===== src/sv/pending_response_match_table_unit_assert.svh =====
// assertion macros for the pending response match table
`ifndef PENDING_RESPONSE_MATCH_TABLE_UNIT_ASSERT_SVH
`define PENDING_RESPONSE_MATCH_TABLE_UNIT_ASSERT_SVH

`ifndef SYNTHESIS
// condition holds at every clock edge out of reset
`define PRMT_ASSERT_ALWAYS(label, cond) \
    label: assert property (@(posedge clk) disable iff (!rst_n) (cond)) \
        else $error("assertion failed");
// antecedent implies consequent in the following cycle
`define PRMT_ASSERT_NEXT(label, ante, cons) \
    label: assert property (@(posedge clk) disable iff (!rst_n) (ante) |=> (cons)) \
        else $error("assertion failed");
`else
`define PRMT_ASSERT_ALWAYS(label, cond)
`define PRMT_ASSERT_NEXT(label, ante, cons)
`endif

`endif


===== src/sv/prmt_pkg.sv =====
`default_nettype none

package prmt_pkg;

    localparam int TABLE_DEPTH = 16;
    localparam int TYPE_W      = 4;
    localparam int ID_W        = 16;
    localparam int TAG_W       = 8;
    localparam int CNT_W       = $clog2(TABLE_DEPTH + 1);
    localparam int OUT_CNT_W   = 5;
    localparam int STATUS_W    = 2;

    localparam logic CMD_EXPECT   = 1'b0;
    localparam logic CMD_DISPATCH = 1'b1;

    localparam logic [STATUS_W-1:0] ST_INSERTED  = 2'd0;
    localparam logic [STATUS_W-1:0] ST_MATCHED   = 2'd1;
    localparam logic [STATUS_W-1:0] ST_NOT_FOUND = 2'd2;
    localparam logic [STATUS_W-1:0] ST_FULL      = 2'd3;

    typedef struct packed {
        logic [TYPE_W-1:0] ptype;
        logic [ID_W-1:0]   pid;
        logic [TAG_W-1:0]  tag;
    } entry_t;

    typedef struct packed {
        logic   vld;
        entry_t entry;
    } slot_t;

    // command broadcast to every cell
    typedef struct packed {
        logic   fire;
        logic   dispatch;
        logic   found;
        entry_t entry;
    } req_t;

    // match chain running from the newest slot down to the oldest
    typedef struct packed {
        logic             found;
        logic [TAG_W-1:0] tag;
    } hit_t;

endpackage

`default_nettype wire


===== src/sv/prmt_cell.sv =====
`default_nettype none

module prmt_cell
    import prmt_pkg::*;
(
    input  wire logic clk,
    input  wire logic rst_n,
    input  wire req_t req,
    input  wire slot_t upper,
    input  wire logic lower_vld,
    input  wire hit_t hit_in,
    output slot_t slot,
    output hit_t hit_out
);

    logic   vld_reg;
    logic   vld_next;
    entry_t ent_reg;
    entry_t ent_next;
    logic   match;
    logic   shift;
    logic   ins;

    assign match = vld_reg && req.dispatch
                   && (ent_reg.ptype == req.entry.ptype)
                   && (ent_reg.pid == req.entry.pid);

    // newest match wins: only cells with no match above may hand over their tag
    assign hit_out.found = hit_in.found | match;
    assign hit_out.tag   = hit_in.found ? hit_in.tag : ent_reg.tag;

    // cells at or above the removed slot take their upper neighbor
    assign shift = req.fire && req.dispatch && req.found && !hit_in.found;
    // first free slot takes a new entry
    assign ins   = req.fire && !req.dispatch && !vld_reg && lower_vld;

    always_comb
    begin
        vld_next = vld_reg;
        ent_next = ent_reg;
        if (shift)
        begin
            vld_next = upper.vld;
            ent_next = upper.entry;
        end
        else if (ins)
        begin
            vld_next = 1'b1;
            ent_next = req.entry;
        end
    end

    always_ff @(posedge clk or negedge rst_n)
    begin
        if (!rst_n)
        begin
            vld_reg <= 1'b0;
        end
        else
        begin
            vld_reg <= vld_next;
        end
    end

    always_ff @(posedge clk)
    begin
        ent_reg <= ent_next;
    end

    assign slot.vld   = vld_reg;
    assign slot.entry = ent_reg;

endmodule

`default_nettype wire


===== src/sv/pending_response_match_table_unit.sv =====
// pending response match table
// input channel s_axis: tuser carries the command (expect or dispatch), tdata
// carries packet type, packet id and handler tag. an expect stores a new
// entry as the newest one unless the table is full, a dispatch removes the
// newest entry whose type and id both match and returns its tag.
// output channel m_axis: one item per accepted input item; tuser carries the
// status (inserted, matched, not found, full), tdata the matched tag and the
// number of pending entries after the command.
// the result is registered and appears in the cycle after the input item is accepted.
// throughput: one item per cycle while m_axis_tready is high; the table is a
// row of TABLE_DEPTH cells and the match chain through all of them sets the
// cycle time. a stalled receiver holds the result register; a new item is
// still taken in the cycle the waiting result leaves, otherwise s_axis_tready
// drops. reset empties the table and drops any waiting result; the entry
// payload is not cleared, empty slots are masked by their valid bits.
`default_nettype none

module pending_response_match_table_unit
    import prmt_pkg::*;
(
    input  wire logic        clk,
    input  wire logic        rst_n,
    input  wire logic        s_axis_tvalid,
    output logic             s_axis_tready,
    input  wire logic [31:0] s_axis_tdata,  // pkt_type[3:0], pkt_id[19:4], handler_tag[27:20]
    input  wire logic [0:0]  s_axis_tuser,  // command[0]
    output logic             m_axis_tvalid,
    input  wire logic        m_axis_tready,
    output logic [15:0]      m_axis_tdata,  // matched_tag[7:0], entry_count[12:8]
    output logic [1:0]       m_axis_tuser   // status[1:0]
);

    `include "pending_response_match_table_unit_assert.svh"

    // input decode
    logic   in_fire;
    req_t   req;
    entry_t in_entry;

    // cell row
    slot_t [TABLE_DEPTH-1:0] slots;
    hit_t  [TABLE_DEPTH:0]   hits;
    logic  [TABLE_DEPTH-1:0] vld_vec;
    logic                    full;
    logic                    found;

    // count and result registers
    logic [CNT_W-1:0]    cnt_reg;
    logic [CNT_W-1:0]    cnt_next;
    logic                out_vld_reg;
    logic                out_vld_next;
    logic [STATUS_W-1:0] status_reg;
    logic [STATUS_W-1:0] status_next;
    logic [TAG_W-1:0]    tag_reg;
    logic [TAG_W-1:0]    tag_next;

    assign s_axis_tready = !out_vld_reg || m_axis_tready;
    assign in_fire       = s_axis_tvalid && s_axis_tready;

    assign in_entry.ptype = s_axis_tdata[3:0];
    assign in_entry.pid   = s_axis_tdata[19:4];
    assign in_entry.tag   = s_axis_tdata[27:20];

    assign req.fire     = in_fire;
    assign req.dispatch = (s_axis_tuser[0] == CMD_DISPATCH);
    assign req.found    = found;
    assign req.entry    = in_entry;

    // match chain enters at the newest slot with nothing found
    assign hits[TABLE_DEPTH] = '0;

    genvar gi;
    generate
        for (gi = 0; gi < TABLE_DEPTH; gi++)
        begin : g_cell
            slot_t upper_slot;
            logic  lower_valid;

            if (gi == TABLE_DEPTH - 1)
            begin : g_top
                assign upper_slot = '0;
            end
            else
            begin : g_mid
                assign upper_slot = slots[gi+1];
            end

            if (gi == 0)
            begin : g_bot
                assign lower_valid = 1'b1;
            end
            else
            begin : g_up
                assign lower_valid = slots[gi-1].vld;
            end

            prmt_cell u_cell (
                .clk       (clk),
                .rst_n     (rst_n),
                .req       (req),
                .upper     (upper_slot),
                .lower_vld (lower_valid),
                .hit_in    (hits[gi+1]),
                .slot      (slots[gi]),
                .hit_out   (hits[gi])
            );

            assign vld_vec[gi] = slots[gi].vld;
        end
    endgenerate

    // valid slots are always the lowest ones
    assign full  = vld_vec[TABLE_DEPTH-1];
    assign found = hits[0].found;

    always_comb
    begin
        cnt_next     = cnt_reg;
        status_next  = status_reg;
        tag_next     = tag_reg;
        out_vld_next = out_vld_reg;
        if (m_axis_tready)
        begin
            out_vld_next = 1'b0;
        end
        if (in_fire)
        begin
            out_vld_next = 1'b1;
            tag_next     = '0;
            if (req.dispatch)
            begin
                if (found)
                begin
                    status_next = ST_MATCHED;
                    tag_next    = hits[0].tag;
                    cnt_next    = cnt_reg - CNT_W'(1);
                end
                else
                begin
                    status_next = ST_NOT_FOUND;
                end
            end
            else
            begin
                if (full)
                begin
                    status_next = ST_FULL;
                end
                else
                begin
                    status_next = ST_INSERTED;
                    cnt_next    = cnt_reg + CNT_W'(1);
                end
            end
        end
    end

    always_ff @(posedge clk or negedge rst_n)
    begin
        if (!rst_n)
        begin
            cnt_reg     <= '0;
            out_vld_reg <= 1'b0;
        end
        else
        begin
            cnt_reg     <= cnt_next;
            out_vld_reg <= out_vld_next;
        end
    end

    always_ff @(posedge clk)
    begin
        status_reg <= status_next;
        tag_reg    <= tag_next;
    end

    assign m_axis_tvalid = out_vld_reg;
    assign m_axis_tuser  = status_reg;
    assign m_axis_tdata  = {3'b000, OUT_CNT_W'(cnt_reg), tag_reg};

    // count tracks the valid bits of the cell row
    `PRMT_ASSERT_ALWAYS(a_count_matches_row, $countones(vld_vec) == 32'(cnt_reg))
    // a full row means the count sits at the table depth
    `PRMT_ASSERT_ALWAYS(a_full_count, !full || (cnt_reg == CNT_W'(TABLE_DEPTH)))
    // an accepted item always leaves a result waiting
    `PRMT_ASSERT_NEXT(a_result_follows, in_fire, out_vld_reg)
    // an insert into a non-full table grows the count by one
    `PRMT_ASSERT_NEXT(a_insert_grows, in_fire && !req.dispatch && !full,
                      cnt_reg == $past(cnt_reg) + CNT_W'(1))

endmodule

`default_nettype wire

===== config.mk =====
export PLATFORM = sky130hd
export DESIGN_NAME = pending_response_match_table_unit
export DESIGN_NICKNAME = d
export VERILOG_FILES = /design/src/sv/prmt_pkg.sv /design/src/sv/prmt_cell.sv /design/src/sv/pending_response_match_table_unit.sv
export VERILOG_INCLUDE_DIRS = /design/src /design/src/sv
export SDC_FILE = /design/constraint.sdc
export NUM_CORES = 1
export LEC_CHECK = 0
export BUFFER_PORTS_ARGS = -buffer_cell sky130_fd_sc_hd__buf_2
export CAP_MARGIN = 15
export CORE_MARGIN = 8
export CORE_UTILIZATION = 25
export CTS_BUF_LIST = sky130_fd_sc_hd__clkbuf_8
export DETAILED_ROUTE_END_ITERATION = 7
export PLACE_DENSITY = 0.37
export SLEW_MARGIN = 20
export SYNTH_ARGS = -nofsm -noshare
export SYNTH_HDL_FRONTEND = slang
export SYNTH_SLANG_ARGS = --single-unit

===== constraint.sdc =====
create_clock -name clk -period 4.3 [get_ports clk]
set_input_delay 0.645 -clock clk [delete_from_list [all_inputs] [get_ports clk]]
set_output_delay 0.645 -clock clk [all_outputs]
set_load 0.02 [all_outputs]

==> results of run 1 <==
## through the flow
| stage | instances | util |
|---|---|---|
| after floorplan | 1939 | - |
| after global placement | 3407 | 0.282 |
| after detailed placement | 3407 | 0.282 |
| after CTS | 3574 | 0.298 |
| after global routing | 3576 | 0.298 |
| final | 3576 | 0.298 |
## repair_timing
| action | in CTS | in global routing |
|---|---|---|
| endpoints found under the hold margin | 22 | 0 |
| hold buffers | 1 | 0 |
| gates resized for setup | 0 | 0 |
## power by group through the flow
stage	registers [mW]	clock network (mW)	logic (mW)
detailed placement	5.40	0	0.829
CTS	5.30	4.29	0.839
global placement	5.40	0	0.831
global route	5.31	4.46	0.900
finish	5.30	4.08	0.816
floorplan	5.38	0	0.531
## area by class of cell
class / instances / area (um2) / area share
diodes: 2 / 5.00 / 0.000163
clock buffers: 95 / 1310 / 0.0426
clock inverters: 71 / 295 / 0.00962
inverters: 25 / 93.8 / 0.00306
multi-input cells: 1273 / 10900 / 0.355
flip-flops and latches: 480 / 14000 / 0.457
well taps: 1380 / 1730 / 0.0562
repair buffers: 250 / 2340 / 0.0764
## worst min-delay path by stage
stage	depth (start not counted)	endpoint	startpoint	slack, ps
floorplan	0	cnt_reg[0]	rst_n	350
global placement	1	cnt_reg[4]	cnt_reg[4]	460
detailed placement	1	cnt_reg[4]	cnt_reg[4]	460
CTS	2	m_axis_tvalid	s_axis_tvalid	80
global route	2	m_axis_tvalid	s_axis_tvalid	100
finish	2	m_axis_tvalid	s_axis_tvalid	160
## routing by layer
metal	up-vias	share of wire
met5	-	0
met2	253	0.49
met1	7475	0.45
met4	0	0.031
met3	130	0.034
li1	7555	-
## cells in the final DEF (no fill, tap or decap), drive strengths merged, types with 4 or more instances in the layout
master  netlist  routed
a21oi        52      52
a211oi        4       4
xnor2        96      96
nand4        43      43
clkinv        0      27
dfxtp        28      28
a22oi        10      10
a22o          4       4
nand2        68      68
clkbuf       51      95
xor2        229     229
dfrtp        22      22
nand2b        4       4
edfxtp      430     430
mux2i        30      30
nor2         71      71
o211ai        7       7
o21ai        56      56
o311ai        5       5
nor3         30      30
nand3        14      14
or2           5       5
and3          4       4
or4           5       5
mux2        414     414
a21o         13      13
buf         110     249
a211o         4       4
nor4         60      60
inv          25      67
## critical path: stages
cell      delay, ps
buf_2           390
buf_4           230
buf_4           240
xor2_1          170
nor4_1           70
nand4_1         120
buf_4           150
nand4b_1        290
nor4_4          780
o311ai_4        250
or2_4           320
buf_4           180
mux2_1          320
## kinds of logic (layout without fill, tap and decap cells)
family                   after synthesis  in the layout  synth area share
buffers and inverters                186            441            0.0396
other                                  1              5          0.000145
flip-flops                           480            480             0.543
multiplexers                         444            444             0.192
AO/OA/AOI/OAI                        182            182            0.0463
XOR/XNOR                             325            325             0.110
AND/OR/NAND/NOR                      315            315            0.0662
adder cells (fa/ha/maj)                4              4           0.00223
==> results.py, run 1 <==
metrics = {
    "outcome": {
        "status": "completed",
    },
    "timing": {
        "tightest_slew_ps": 914,
        "max_freq_ghz": 0.263,
        "rsz0062_at_grt": "false",
        "hold_viol": 0,
        "fin_crit_sh": 0.885,
        "setup_tns_ps": 0,
        "setup_viol": 0,
        "hold_slack_ps": 159,
        "slew_violations": 0,
        "fin_ws_ps": 495,
        "skew_ps": 41.5,
        "max_slew_margin": 0.386,
        "fin_crit_ps": 3800,
    },
    "setup_path": {
        "critical_path_required_ps": 4710,
        "crit_end": "g_cell[0].u_cell.slot[0]",
        "startpoint": "s_axis_tdata[14]",
        "cp_max_fo": 14,
        "reg2reg_setup_slack_ps": 670,
        "critical_path_arrival_ps": 4220,
        "r2r-start": "g_cell[12].u_cell.slot[21]",
        "regToRegEndpoint": "tag_reg[2]",
        "cp-start-kind": "input port",
        "cp-end-kind": "flip-flop",
        "worstSetupPathType": "in -> reg",
        "r2r_cells": 12,
    },
    "synth": {
        "netlist_top_cells_area": "edfxtp_1 (50%), mux2_2 (14%), xor2_1 (7.8%)",
        "yosysWarnings": 0,
        "synthArstFlopShare": 0.0458,
        "ys_ff_latch": 480,
        "synthDominantCellAreaShare": 0.500,
        "syn_area_per_cell_um2": 13.3,
        "synth.most_common_cell": "edfxtp_1",
        "syn_area_um2": 25800,
        "ys_seq_area_frac": 0.543,
        "synth-edff-count": 430,
        "yosys-top-cells-count": "edfxtp_1 (430), mux2_2 (310), xor2_1 (229)",
        "synth_cells": 1937,
        "synthFlopType": "edfxtp_1",
        "synth.distinct_cells": 73,
        "yosys.area.top_type": "edfxtp_1",
    },
    "cells_and_area": {
        "postLayoutCellArea_um2": 30700,
        "fin_nets": 2163,
        "largest_reg_flops": 448,
        "area_delta_synth_final_pct": 18.9,
        "drive_above_1_share": 0.323,
        "fillers": 10600,
    },
    "place": {
        "pre_cts_ws_ps": -179,
        "dp_hpwl_um": 53000,
        "gp_congestion": 0.757,
        "post_dp_cell_area_um2": 29100,
        "port_buffers": 49,
    },
    "route": {
        "wl_um": 68800,
        "drc": 0,
        "via_per_inst": 4.31,
        "avgRoutedWirePerCell_um": 19.2,
        "num_vias": 15400,
        "first_iter_violations": 683,
        "first_pass_iters": 5,
        "drtAntennaViolNets": 0,
    },
    "floorplanning": {
        "die-area_um2": 114000,
        "die_h_um": 337,
        "ios": 57,
        "die_w_um": 337,
        "initial_core_util": 0.251,
        "rows": 118,
        "core-area_um2": 103000,
    },
    "grt": {
        "grt_max_degree": 33,
        "gr-total-overflow": 0,
        "antenna_found_initial": 3,
        "grt-busiest-layer": "met2",
        "grt_use_met3": 0.0232,
        "grt_pass1_vias": 16600,
        "gr-usage-all-layers": 0.120,
        "grt_util_met2": 0.209,
        "met1_usage": 0.149,
        "grt_pass1_wl_um": 105000,
    },
    "min_path": {
        "hold_path_class": "in -> reg",
    },
    "power_and_ir_drop": {
        "swShare": 0.253,
        "p_per_area_nw_per_um2": 332,
        "p_seq_frac": 0.520,
        "p_total_mw": 10.2,
        "ir_drop_uv": 181,
        "power_frac_clock": 0.400,
        "p_comb_frac": 0.080,
        "p_leak_nw": 11.0,
        "intPower_mw": 7.61,
        "switching_power_mw": 2.58,
    },
    "job": {
        "drv_cap": 0,
    },
    "cts": {
        "cts_setup_buffers": 0,
        "root_buffer": "clkbuf_8",
        "clk_pin_slew_ps": 60,
        "insertion_delay_ps": 700,
        "clk_path_buf_depth": 3,
        "cts_max_level": 3,
        "cts_tree": "done",
        "clock_sinks": 480,
        "numCtsBuffers": 92,
    },
}
No activity file was read; power rests on OpenSTA's default activity.
==> inputs of run 2 (changes only) <==
==> constraint.sdc (replaced) <==
create_clock -name clk -period 4.3 [get_ports clk]
set_input_delay 0.645 -clock clk [delete_from_list [all_inputs] [get_ports clk]]
set_output_delay 0.645 -clock clk [all_outputs]
set_load 0.005 [all_outputs]
==> run 2 against run 1 <==
Compared with the run above:
- final area is 1.2% higher
- power is 0.60% higher
- critical path type is now reg -> reg
- cell count up 1.3%
- critical endpoint is now g_cell[2].u_cell.slot[0]
==> results.py, run 2 (same netlist as run 1, synthesis figures left out) <==
metrics = {
    "outcome": {
        "status": "completed",
    },
    "timing": {
        "fin_crit_ps": 3860,
        "tightest_slew_ps": 1040,
        "rsz0062_at_grt": "false",
        "fin_crit_sh": 0.898,
        "skew_ps": 38.5,
        "setup_viol": 0,
        "hold_viol": 0,
        "max_freq_ghz": 0.259,
        "hold_slack_ps": 178,
        "max_slew_margin": 0.302,
        "slew_violations": 0,
    },
    "floorplanning": {
        "initial_core_util": 0.251,
        "die-area_um2": 114000,
        "ios": 57,
        "die_w_um": 337,
        "rows": 118,
        "core-area_um2": 103000,
        "die_h_um": 337,
    },
    "cells_and_area": {
        "layout_commonest_cell": "edfxtp_1",
        "postLayoutCellArea_um2": 31100,
        "area_delta_synth_final_pct": 20.4,
        "final_cell_mix": "edfxtp_1 (430), mux2_2 (310), xor2_1 (229), buf_4 (195), mux2_1 (104)",
        "largest_reg_flops": 448,
        "fillers": 10600,
        "fin_nets": 2206,
        "drive_above_1_share": 0.336,
    },
    "route": {
        "avgRoutedWirePerCell_um": 19.0,
        "num_vias": 15500,
        "via_per_inst": 4.27,
        "first_pass_iters": 5,
        "wl_um": 68900,
        "first_iter_violations": 642,
        "drc": 0,
        "drtAntennaViolNets": 0,
    },
    "job": {
        "drv_cap": 0,
    },
    "grt": {
        "grt_pass1_wl_um": 107000,
        "gr-total-overflow": 0,
        "antenna_found_initial": 2,
        "gr-usage-all-layers": 0.121,
        "grt_max_degree": 35,
        "grt_pass1_vias": 16900,
    },
    "cts": {
        "clk_path_buf_depth": 3,
        "cts_tree": "done",
        "clock_sinks": 480,
        "insertion_delay_ps": 700,
        "cts_setup_buffers": 0,
        "cts.repair.resized": 0,
        "clk_pin_slew_ps": 60,
        "holdBufCountCts": 1,
        "root_buffer": "clkbuf_8",
        "cts_max_level": 3,
        "numCtsBuffers": 92,
    },
    "setup_path": {
        "critical_path_required_ps": 4670,
        "r2r_cells": 11,
        "worstSetupPathType": "reg -> reg",
        "max_stage_delay_ps": 820,
        "cp_max_fo": 31,
        "cpMaxStageDelayCell": "nor4_1",
        "critical_path_arrival_ps": 4230,
        "crit_chain": "xor2_1 -> nor4_1 -> nand4_1 -> or2_2 -> nand4_1 -> buf_4 -> nor4_4 -> a2111oi_4 -> buf_12 -> o21bai_2 -> buf_4",
        "cp-start-kind": "flip-flop",
        "cp-end-kind": "flip-flop",
    },
    "power_and_ir_drop": {
        "p_leak_nw": 11.2,
        "p_per_area_nw_per_um2": 330,
        "ir_drop_uv": 191,
    },
    "place": {
        "gp_congestion": 0.745,
        "post_dp_cell_area_um2": 29400,
        "dp_hpwl_um": 53300,
        "port_buffers": 49,
    },
    "min_path": {
        "hold_path_depth": 2,
        "hold_path_class": "in -> reg",
    },
}
[run 2: cell count changes in the layout (fill, tap and decap cells not counted), sizes merged]
cell and change:
buf +43, clkinv +4, inv -3, clkbuf +2, clkinvlp +1, diode +1
[run 2: worst paths after layout]
kind / startpoint / to / slack, ps
max in group asynchronous: rst_n / g_cell[1].u_cell.vld_reg / 3310
worst max register to register: g_cell[12].u_cell.slot[25] / g_cell[2].u_cell.slot[0] / 440
worst min-delay path: s_axis_tvalid / m_axis_tvalid / 180
min in group asynchronous: rst_n / g_cell[11].u_cell.vld_reg / 530
worst min register to register: cnt_reg[4] / cnt_reg[4] / 470
worst max-delay path: g_cell[12].u_cell.slot[25] / g_cell[2].u_cell.slot[0] / 440
[run 2: where the power goes]
group	switching (mW)	leakage (nW)	internal (mW)
clock	2.05	0.967	2.07
sequential	0.0920	4.33	5.21
combinational	0.447	5.95	0.389
[run 2: per-stage QoR]
step	worst slack (ps)	TNS, ps	total power [mW]	cells	util
finish	437	0	10.3	3624	0.302
global route	321	0	10.8	3623	0.302
CTS	335	0	10.5	3621	0.301
detailed placement	-169	-11990	6.25	3450	0.286
global placement	-206	-16600	6.25	3450	0.286
floorplan	0.840	0	5.90	1939	-
[run 2: metal layers]
metal,track usage,share of wire
met5,0,0
met4,0.0330,0.025
met3,0.0241,0.034
met2,0.214,0.50
met1,0.150,0.44
[run 2: cell type report]
type | count | area (um2) | area share
diodes | 3 | 7.51 | 0.000242
clock inverters | 73 | 299 | 0.00962
repair buffers | 293 | 2680 | 0.0862
clock buffers | 97 | 1340 | 0.0430
flip-flops and latches | 480 | 14000 | 0.451
inverters | 25 | 93.8 | 0.00302
multi-input cells | 1273 | 10900 | 0.351
well taps | 1380 | 1730 | 0.0556
[run 2: critical path, delay by kind of cell, from the launching register on]
kind,cells,cell delay [ps]
AND/OR/NAND/NOR,5,1670
AO/OA/AOI/OAI,2,610
buffers and inverters,3,650
XOR/XNOR,1,190
flip-flops,1,410
